--- src/hw/rtl/tail_drop_packet_buffer_timing_core_assert.svh ---
// Assertion macros for the packet buffer timing core.
`ifndef TAIL_DROP_PACKET_BUFFER_TIMING_CORE_ASSERT_SVH
`define TAIL_DROP_PACKET_BUFFER_TIMING_CORE_ASSERT_SVH

// Checks that a condition holds at every clock edge outside reset.
`define TDPB_ASSERT_ALWAYS(label, cond, msg) \
    label: assert property (@(posedge clk) disable iff (!rst_n) (cond)) \
        else $error(msg);

// Checks that the consequent holds in the same cycle as the antecedent.
`define TDPB_ASSERT_SAME(label, ante, cons, msg) \
    label: assert property (@(posedge clk) disable iff (!rst_n) (ante) |-> (cons)) \
        else $error(msg);

// Checks that the consequent holds in the cycle after the antecedent.
`define TDPB_ASSERT_NEXT(label, ante, cons, msg) \
    label: assert property (@(posedge clk) disable iff (!rst_n) (ante) |=> (cons)) \
        else $error(msg);

`endif

--- src/hw/rtl/tdpb_pkg.sv ---
// Package with the constants and types of the packet buffer timing core.
`default_nettype none

package tdpb_pkg;

    localparam int MAX_DEPTH = 64;
    localparam int IDX_W = (MAX_DEPTH > 1) ? $clog2(MAX_DEPTH) : 1;
    localparam int TIME_W = 32;
    localparam int CAP_W = 7;
    localparam logic [CAP_W-1:0] CAP_RESET = 7'd64;

    typedef struct packed {
        logic              occupied;
        logic [TIME_W-1:0] finish;
    } tdpb_entry_t;

    typedef struct packed {
        logic              accept;
        logic              push;
        logic [TIME_W-1:0] arrival;
    } tdpb_ctrl_t;

endpackage

`default_nettype wire

--- src/hw/rtl/tdpb_cell.sv ---
// One buffer cell holding a queued finish time and its occupancy.
`default_nettype none

module tdpb_cell import tdpb_pkg::*;
(
    input  wire logic        clk,
    input  wire logic        rst_n,
    input  wire tdpb_ctrl_t  ctrl,
    input  wire tdpb_entry_t upstream,
    output tdpb_entry_t      kept,
    output logic             occupied
);

    logic              occupied_reg;
    logic              occupied_next;
    logic [TIME_W-1:0] finish_reg;

    // An entry retires once its finish time is at or before the arrival.
    always_comb
    begin
        kept.occupied = occupied_reg && (finish_reg > ctrl.arrival);
        kept.finish   = finish_reg;
    end

    always_comb
    begin
        occupied_next = occupied_reg;
        if (ctrl.accept)
        begin
            if (ctrl.push)
            begin
                occupied_next = upstream.occupied;
            end
            else
            begin
                occupied_next = kept.occupied;
            end
        end
    end

    always_ff @(posedge clk or negedge rst_n)
    begin
        if (!rst_n)
        begin
            occupied_reg <= 1'b0;
        end
        else
        begin
            occupied_reg <= occupied_next;
        end
    end

    always_ff @(posedge clk)
    begin
        if (ctrl.accept && ctrl.push)
        begin
            finish_reg <= upstream.finish;
        end
    end

    assign occupied = occupied_reg;

endmodule

`default_nettype wire

--- config.mk ---
export PLATFORM = sky130hd
export DESIGN_NAME = tdpb_cell
export DESIGN_NICKNAME = d
export VERILOG_FILES = /design/src/hw/rtl/tail_drop_packet_buffer_timing_core_assert.svh /design/src/hw/rtl/tdpb_pkg.sv /design/src/hw/rtl/tdpb_cell.sv
export SDC_FILE = /design/constraint.sdc
export NUM_CORES = 1
export LEC_CHECK = 0
export BUFFER_PORTS_ARGS = -buffer_cell sky130_fd_sc_hd__buf_2
export CAP_MARGIN = 10
export CORE_ASPECT_RATIO = 1.2
export CORE_MARGIN = 1.5
export CORE_UTILIZATION = 40
export CTS_BUF_LIST = sky130_fd_sc_hd__clkbuf_16
export CTS_CLUSTER_DIAMETER = 30
export CTS_CLUSTER_SIZE = 12
export DETAILED_ROUTE_END_ITERATION = 7
export PLACE_DENSITY = 0.74
export SLEW_MARGIN = 20
export SYNTH_ARGS = -nofsm -noshare
export SYNTH_HDL_FRONTEND = slang
export SYNTH_SLANG_ARGS = --single-unit
--- constraint.sdc ---
create_clock -name clk -period 6.2 [get_ports clk]
set_input_delay 1.24 -clock clk [delete_from_list [all_inputs] [get_ports clk]]
set_output_delay 1.24 -clock clk [all_outputs]
set_load 0.005 [all_outputs]
== Yosys cells after proc, flatten, opt, wreduce, memory -nomap -nowiden ==
Cells that the tools add are included.

* Flip-flop bits (word level): 33
* Word-level logic and storage cells: 6
* Output and inout bits: 34
* Bits of input ports: 69

* Magnitude comparators: 1
* Reductions and logical operators: 2
* Mux-type cells: 1

{| class="wikitable"
|+ Operators by type and width
! cell !! count
|-
| $gt A32 B32 Y1 || 1
|-
| $logic_and A1 B1 Y1 || 2
|-
| $mux W1 || 1
|}

== Depth between registers and ports, before layout ==
Gate-level depths: netlist (run 1).

* Depth in word-level cells: 3
* Gate-level depth with buffers: 8
* Depth with buffers taken out: 8

== Worst setup path after synthesis (run 1) ==
Ideal clock, no wire load.

* Path kind: in2out
* Start point: input port ctrl[14] (netlist name)
* End point: output port kept[32] (netlist name)
* Buffers on the path: 0
* Slack: 2.306 ns
* Stages: 8
* Arrival time: 2.654 ns
* Cells stage by stage: inv_1 > ha_1 > a21oi_2 > nand2_1 > a221o_1 > or3_1 > a21oi_2 > nor2_1

{| class="wikitable"
|+ RTL lines
! element !! RTL line !! text
|-
| start, declared || tdpb_cell.sv:8 || <nowiki>input wire tdpb_ctrl_t ctrl,</nowiki>
|-
| end, declared || tdpb_cell.sv:10 || <nowiki>output tdpb_entry_t kept,</nowiki>
|}

==> results.md, run 1 <==
* Async SR Flop Fraction at 0.0303
* Post-synthesis sequential area ratio at 0.540
* CTS tree: yes
* # diodes at 0
* Gr usage total at 0.159
* Total negative slack at 0 ns
* Crit end category: output pin
* DR pass1 iterations at 4
* Max Buffers Root-to-Sink at 2
* Site row count at 26
* Total of cells resized after clock tree synthesis at 0
* Setup Fix Bufs, Post-CTS at 0
* Slew margin rel. at 0.716
* Total Wirelength at 3820 um
* Slew @ Worst Pin at 0.422 ns
* Distinct cell type count after synthesis at 25
* Final hold vios at 0
* Delay-heaviest family, CP: compound AO/OA/AOI/OAI gates
* Share of post-route cells with drive strength above 1 at 0.422
* Fin util at 0.596
* Post-synth EDFFs at 32
* Buf/Inv on CP at 3
* Area occupied by registers at 986 um^2
* Register bit total from synthesis at 33
* Worst Path Arrival at 2.96 ns
* Fmax at 0.238 GHz
* Largest net degree at the start of global routing at 33
* RSZ-0062 raised after global routing: no
* Setup Crit Path Kind: in2out
* Nets at 363
* Startpoint types: primary input
* Period Utilization, post-route at 0.677
* Synth Cell Area at 1830 um^2
* Final min period at 4.20 ns
* Area of the multi-input gates at 721 um^2
* Static leakage at 1.32 nW
* Worst-Skew Late Latency at 0.27 ns
* Initial antenna violation count at 0
* Max-slew violations at 0
* Vias post-DR at 1512
* Initial Utilization at 0.422
* Htree depth at 2
* MaxCap Viol Count at 0
* Post-DR wirelength/cell at 12.0 um
* Initial DRC count at 38
* CP peak stage delay at 0.39 ns
* Yosys top cell area share at 0.526
* Area grow syn2layout at 41.1%
* Post-synth net total at 253
* CP Max Fanout at 3
* Mapped Avg Cell Area at 12.0 um^2
* Primary FF master, synth: edfxtp_1
* Detail Placement HPWL at 3150 um
* Cell taking the most area after synthesis: edfxtp_1
* Final Setup Violations at 0
* Chip height at 77.0 um
* Reg clk slew, reported paths at 0.05 ns
* IO Pins at 103
* Most used cell, CP: buf_2
* DR vias/cell at 4.74
* Final Skew at 0.00533 ns
* GRT overflow at 0
* Fill count at 387
* First-pass GRT wire length at 6040 um
* Remaining DRCs at 0
* Yosys warning count at 0
* Cell count after synthesis at 152
* Most area-consuming cells after synthesis: edfxtp_1 53%, ha_1 22%, inv_1 6.6%
* Most common cell after layout, fill and taps aside: buf_2
* Slowest stage cell, crit path: or3_1
* WHS at 0.608 ns
* Root buf cell: clkbuf_16
* Max FFs per register at 32
* Clk sinks at 33
* Core box area at 4330 um^2
* Die width at 64.7 um
* Worst Hold Class: reg2reg
* Maximum vdd ir drop at 0.202 mV
* Most frequent cells in the layout: 102 x buf_2, 33 x inv_1, 32 x ha_1, 32 x edfxtp_1, 12 x a21oi_1
* GP Congestion at 0.701
* Pwr dens at 246 nW/um^2
* Run status: completed
* Vias in the first global route at 1454
* CTS Buf Count at 5
* IO Port Bufs at 102
* Antenna viol nets, final at 0
* Required time worst endpoint at 4.96 ns
* DIE AREA at 4980 um^2
* Crit path cell chain: buf_2 > inv_1 > ha_1 > a21oi_1 > o21ai_1 > a221o_1 > or3_1 > a21oi_2 > nor2_1 > buf_2
* Post-CTS Hold Buffers at 0
-- layer usage --
layer,GRT usage,routed length [um],vias up
met5,0,0,-
met4,0.0574,27,0
met3,0.0484,316,4
met2,0.300,2050,62
met1,0.161,1430,668
li1,-,-,778
-- power by group --
part           total, mW  switching (mW)  leakage [nW]  internal, mW
combinational     0.0950          0.0452         0.924        0.0497
clock              0.268          0.0822        0.0826         0.186
sequential         0.270         0.00786         0.313         0.263
-- final timing paths --
path                                         start                   end  slack (ns)  cells after the start
max reg2reg                finish_reg[7]$_DFFE_PP_  occupied$_DFFE_PN0P_        4.17                      7
min reg2reg                   occupied$_DFFE_PN0P_  occupied$_DFFE_PN0P_        0.61                      2
max in group asynchronous                    rst_n  occupied$_DFFE_PN0P_        5.38                      1
min                           occupied$_DFFE_PN0P_  occupied$_DFFE_PN0P_        0.61                      2
max                                        ctrl[7]              kept[32]        2.00                     10
min in group asynchronous                    rst_n  occupied$_DFFE_PN0P_        0.73                      1
-- metrics by stage --
| step | cells | power (mW) | setup WS [ns] | cell area [um^2] |
|---|---|---|---|---|
| 6_report | 319 | 0.634 | 2.00 | 2580 |
| 5_1_grt | 319 | 0.668 | 1.85 | 2580 |
| 4_1_cts | 319 | 0.642 | 1.99 | 2580 |
| 3_5_place_dp | 311 | 0.371 | 2.00 | 2410 |
| 3_3_place_gp | 311 | 0.368 | 2.02 | 2410 |
| 2_1_floorplan | 152 | 0.323 | 2.31 | 1830 |
-- area by class of cell --
class | instances | share of cell area
multi-input cells | 87 | 0.280
inverters | 32 | 0.0466
flip-flops and latches | 33 | 0.383
clock inverters | 3 | 0.0146
clock buffers | 5 | 0.0485
repair buffers | 103 | 0.201
well taps | 56 | 0.0272
-- worst register-to-register path, stage by stage (launching register included) --
cell	delay [ns]
edfxtp_1	0.39
ha_1	0.33
a21oi_1	0.15
o21ai_1	0.10
a221o_1	0.31
or3_1	0.39
a21oi_2	0.15
o21ai_1	0.08
-- cell families (layout without fill, tap and decap cells) --
family / after synthesis / in the layout / synth area share
buffers and inverters: 32 / 143 / 0.0658
AOI/OAI and AO/OA: 26 / 26 / 0.0904
DFF: 33 / 33 / 0.540
adders and majority gates: 32 / 32 / 0.219
and+or+nand+nor: 29 / 29 / 0.0849
-- cell usage after synthesis (2+ instances only) --
| master | count |
|---|---|
| edfxtp_1 | 32 |
| nor4_1 | 2 |
| a21oi_2 | 2 |
| nand4_1 | 8 |
| nand2_1 | 7 |
| inv_1 | 32 |
| a21o_1 | 2 |
| ha_1 | 32 |
| nor2b_1 | 2 |
| a21oi_1 | 12 |
| nor2_1 | 2 |
| o21ai_0 | 2 |
| o21ai_1 | 2 |
| nand3_1 | 4 |
No activity file was read; power rests on OpenSTA's default activity.
==> run 2: changes to the inputs <==
==> constraint.sdc (replaced) <==
create_clock -name clk -period 3.9 [get_ports clk]
set_input_delay 0.78 -clock clk [delete_from_list [all_inputs] [get_ports clk]]
set_output_delay 0.78 -clock clk [all_outputs]
set_load 0.005 [all_outputs]
==> run 2 against run 1 <==
  * Flip-flop and latch count stayed put
  * Critical path depth stayed put
  * Clock power is 59% higher
  * Combinational power is 59% higher
  * Sequential power is 59% higher
  * Worst setup slack worse by 1.4 ns
  * Largest cell class unchanged
  * Critical endpoint unchanged
  * Power is 59% higher
  * Highest routed layer unchanged
==> results.md, run 2 (synthesis gave the netlist of run 1 again) <==
* Run status: completed
* Total of cells resized after clock tree synthesis at 0
* Most frequent cells in the layout: 102 x buf_2, 33 x inv_1, 32 x ha_1, 32 x edfxtp_1, 12 x a21oi_1
* Setup Crit Path Kind: in2out
* CTS tree: yes
* Root buf cell: clkbuf_16
* Vias post-DR at 1508
* Dpl cells at 311
* Slew @ Worst Pin at 0.422 ns
* Post-DR wirelength/cell at 11.9 um
* Initial antenna violation count at 0
* IO Pins at 103
* Worst Path Arrival at 2.50 ns
* Fill count at 396
* Final min period at 3.28 ns
* Antenna viol nets, final at 0
* Chip height at 77.0 um
* Fin util at 0.596
* Core box area at 4330 um^2
* Worst Hold Class: in2async
* Max-slew violations at 0
* Largest net degree at the start of global routing at 33
* Site row count at 26
* Gr usage total at 0.157
* Post-Layout Cell Count at 319
* Total negative slack at 0 ns
* Initial Utilization at 0.422
* Max Buffers Root-to-Sink at 2
* DR pass1 iterations at 4
* Nets at 363
* Vias in the first global route at 1431
* Remaining DRCs at 0
* First-pass GRT wire length at 5950 um
* Area grow syn2layout at 41.1%
* DR vias/cell at 4.73
* Static leakage at 1.32 nW
* GP Congestion at 0.701
* IO Port Bufs at 102
* Post-CTS Hold Buffers at 0
* Initial DRC count at 30
* Total Wirelength at 3800 um
* DIE AREA at 4980 um^2
* Die width at 64.7 um
* Most common cell after layout, fill and taps aside: buf_2
* CTS Buf Count at 5
* GRT overflow at 0
* Share of post-route cells with drive strength above 1 at 0.422
* Maximum vdd ir drop at 0.306 mV
* Required time worst endpoint at 3.12 ns
* MaxCap Viol Count at 0
* Startpoint types: primary input
* Reg clk slew, reported paths at 0.05 ns
* RSZ-0062 raised after global routing: no
* Slew margin rel. at 0.716
* Period Utilization, post-route at 0.840
* Clk sinks at 33
* Final Setup Violations at 0
* Final hold vios at 0
* Setup Fix Bufs, Post-CTS at 0
* Detail Placement HPWL at 3120 um
* # diodes at 0
* Worst-Skew Late Latency at 0.27 ns
* Fmax at 0.305 GHz
* Max FFs per register at 32
* Htree depth at 2
* Pwr Total at 1.01 mW
* CP Max Fanout at 3
* Final Skew at 0.00564 ns
* Crit end category: output pin
* Pwr dens at 391 nW/um^2
## run 2: metrics by stage
step / hold slack, ns / worst slack [ns] / area [um^2]
3_5_place_dp: 0.559 / 0.625 / 2410
5_1_grt: 0.267 / 0.468 / 2580
6_report: 0.274 / 0.625 / 2580
4_1_cts: 0.269 / 0.612 / 2580
3_3_place_gp: 0.556 / 0.640 / 2410
2_1_floorplan: 0.484 / 0.926 / 1830
## run 2: final cells by class
cell class / instances / area [um^2] / area share
flip-flops and latches: 33 / 986 / 0.383
multi-input cells: 87 / 721 / 0.280
well taps: 56 / 70.1 / 0.0272
clock inverters: 3 / 37.5 / 0.0146
inverters: 32 / 120 / 0.0466
clock buffers: 5 / 125 / 0.0485
repair buffers: 103 / 518 / 0.201
## run 2: path summary, 6_finish.rpt
| kind | end | cells after the start | start | slack (ns) |
|---|---|---|---|---|
| max in group asynchronous | occupied$_DFFE_PN0P_ | 1 | rst_n | 3.54 |
| setup reg to reg | occupied$_DFFE_PN0P_ | 7 | finish_reg[7]$_DFFE_PP_ | 1.87 |
| min in group clk | occupied$_DFFE_PN0P_ | 2 | occupied$_DFFE_PN0P_ | 0.61 |
| hold / removal | occupied$_DFFE_PN0P_ | 1 | rst_n | 0.27 |
| hold reg to reg | occupied$_DFFE_PN0P_ | 2 | occupied$_DFFE_PN0P_ | 0.61 |
| setup / recovery | kept[32] | 10 | ctrl[7] | 0.62 |
## run 2: worst max-delay path: stages
cell and delay [ns]:
buf_2 0.07, inv_1 0.03, ha_1 0.32, a21oi_1 0.15
o21ai_1 0.10, a221o_1 0.31, or3_1 0.39, a21oi_2 0.15
nor2_1 0.06, buf_2 0.12
## run 2: where the power goes
part           internal [mW]  leakage (nW)  total (mW)  switching, mW
clock                  0.296        0.0826       0.427          0.131
sequential             0.417         0.313       0.430         0.0125
combinational         0.0792         0.924       0.151         0.0717
## run 2: per-layer routing
metal	track usage	share of wire
met2	0.296	0.54
met5	0	0
met1	0.160	0.38
met3	0.0440	0.077
met4	0.0574	0.0071
==> run 3: changes to the inputs <==
==> constraint.sdc (replaced) <==
create_clock -name clk -period 3.1 [get_ports clk]
set_input_delay 0.62 -clock clk [delete_from_list [all_inputs] [get_ports clk]]
set_output_delay 0.62 -clock clk [all_outputs]
set_load 0.005 [all_outputs]
==> run 3 against run 2 <==
  * Via count rose by 0.33%
  * Utilization fell by 0.43 points
  * Worst setup slack got worse by 0.48 ns
  * Global-route usage rose by 0.75 points
  * Register-to-register slack got worse by 0.80 ns
  * Non-clock buffer count rose by 1
  * Power rose by 17%
  * Critical path depth did not move
  * Final area fell by 0.73%
  * Critical path type unchanged
==> results.md, run 3 (synthesis gave the netlist of run 1 again) <==
* Run status: completed
* Total negative slack at 0 ns
* Maximum vdd ir drop at 0.296 mV
* Fmax at 0.338 GHz
* Site row count at 26
* Total of cells resized after clock tree synthesis at 0
* Root buf cell: clkbuf_16
* GP Congestion at 0.701
* Setup Crit Path Kind: in2out
* DR vias/cell at 4.73
* Antenna viol nets, final at 0
* Placed inst area at 2420 um^2
* Die width at 64.7 um
* Nets at 364
* IO Port Bufs at 102
* Max-slew violations at 0
* Static leakage at 1.32 nW
* Post-CTS Hold Buffers at 0
* Net Sw Frac at 0.226
* CTS tree: yes
* IO Pins at 103
* Post-DR wirelength/cell at 12.2 um
* Detail Placement HPWL at 3210 um
* Htree depth at 2
* Pwr Total at 1.18 mW
* Worst-Skew Late Latency at 0.27 ns
* Register share of total power at 0.458
* DIE AREA at 4980 um^2
* Required time worst endpoint at 2.48 ns
* WHS at 0.116 ns
* Initial Utilization at 0.422
* DR pass1 iterations at 4
* CP peak stage delay at 0.40 ns
* Slowest stage cell, crit path: or3_1
* P_sw at 0.267 mW
* Final hold vios at 0
* Remaining DRCs at 0
* Flop2flop setup slack at 1.07 ns
* First-pass GRT wire length at 6180 um
* Vias in the first global route at 1535
* Max FFs per register at 32
* Final min period at 2.96 ns
* RSZ-0062 raised after global routing: no
* Area grow syn2layout at 40.1%
* Startpoint types: primary input
* Setup Fix Bufs, Post-CTS at 0
* CTS Buf Count at 5
* Initial antenna violation count at 0
* Crit end category: output pin
* Worst Path Arrival at 2.34 ns
* Chip height at 77.0 um
* Logic pwr share at 0.163
* Crit path cell chain: buf_2 > inv_1 > ha_1 > a21oi_1 > o21ai_1 > a221o_1 > or3_1 > a21oi_2 > nor2_1 > buf_2
* Worst Hold Class: in2async
* Period Utilization, post-route at 0.954
* Initial DRC count at 20
* Share of post-route cells with drive strength above 1 at 0.420
* P_int at 0.914 mW
* Core box area at 4330 um^2
* Clock power frac at 0.379
* Clk sinks at 33
* Slew margin rel. at 0.722
* CP Max Fanout at 3
* Final Setup Violations at 0
* # diodes at 0
* MaxCap Viol Count at 0
* Fin area at 2560 um^2
* Gr usage total at 0.164
* Reg clk slew, reported paths at 0.05 ns
* Most used cell, CP: buf_2
* Final Skew at 0.00482 ns
* Pwr dens at 461 nW/um^2
* GRT overflow at 0
* Slew @ Worst Pin at 0.414 ns
* Total Wirelength at 3910 um
* Reg-to-Reg Start: finish_reg[7]$_DFFE_PP_
* Vias post-DR at 1513
* Most frequent cells in the layout: 102 x buf_2, 34 x inv_1, 32 x ha_1, 32 x edfxtp_1, 12 x a21oi_1
* Crit path from: ctrl[7]
* Most common cell after layout, fill and taps aside: buf_2
* Largest net degree at the start of global routing at 33
* Max Buffers Root-to-Sink at 2
run 3: cell count changes in the layout (fill, tap and decap cells not counted):
cell	change
inv_1	+1
buf_4	+1
bufinv_16	-1
run 3: per-layer routing:
metal  global-route usage  wire length (um)  up-vias
li1                     -                 -      777
met1                0.164              1510      670
met2                0.307              2070       61
met3               0.0484               274        5
met4               0.0702                53        0
met5                    0                 0        -
run 3: worst paths after layout:
path,depth (start not counted),end
worst min-delay path,1,occupied$_DFFE_PN0P_
max in group asynchronous,1,occupied$_DFFE_PN0P_
worst min register to register,2,occupied$_DFFE_PN0P_
worst max register to register,7,occupied$_DFFE_PN0P_
worst max-delay path,10,kept[32]
min in group clk,1,finish_reg[1]$_DFFE_PP_
run 3: power groups by stage:
stage | sequential (mW) | clock (mW) | combinational [mW]
4_1_cts | 0.541 | 0.462 | 0.196
2_1_floorplan | 0.552 | 0 | 0.0935
3_3_place_gp | 0.549 | 0 | 0.187
5_1_grt | 0.545 | 0.483 | 0.221
3_5_place_dp | 0.550 | 0 | 0.195
6_report | 0.541 | 0.448 | 0.192
run 3: cell type report:
cell class              instances  area (um^2)
clock buffers                   5          125
multi-input cells              87          721
well taps                      56         70.1
inverters                      32          120
fillers                       384         1770
repair buffers                104          526
flip-flops and latches         33          986
clock inverters                 3         11.3
run 3: per-stage QoR:
| stage | worst slack, ns | cells | util |
|---|---|---|---|
| 6_report | 0.144 | 320 | 0.591 |
| 3_3_place_gp | 0.161 | 312 | 0.560 |
| 4_1_cts | 0.124 | 320 | 0.591 |
| 2_1_floorplan | 0.446 | 152 | - |
| 3_5_place_dp | 0.131 | 312 | 0.560 |
| 5_1_grt | 0.0341 | 320 | 0.591 |
run 3: worst max-delay path: cells and delay by family:
family | cells | cell delay [ns]
buffers and inverters | 3 | 0.23
AOI/OAI and AO/OA | 4 | 0.70
adders and majority gates | 1 | 0.32
and+or+nand+nor | 2 | 0.46
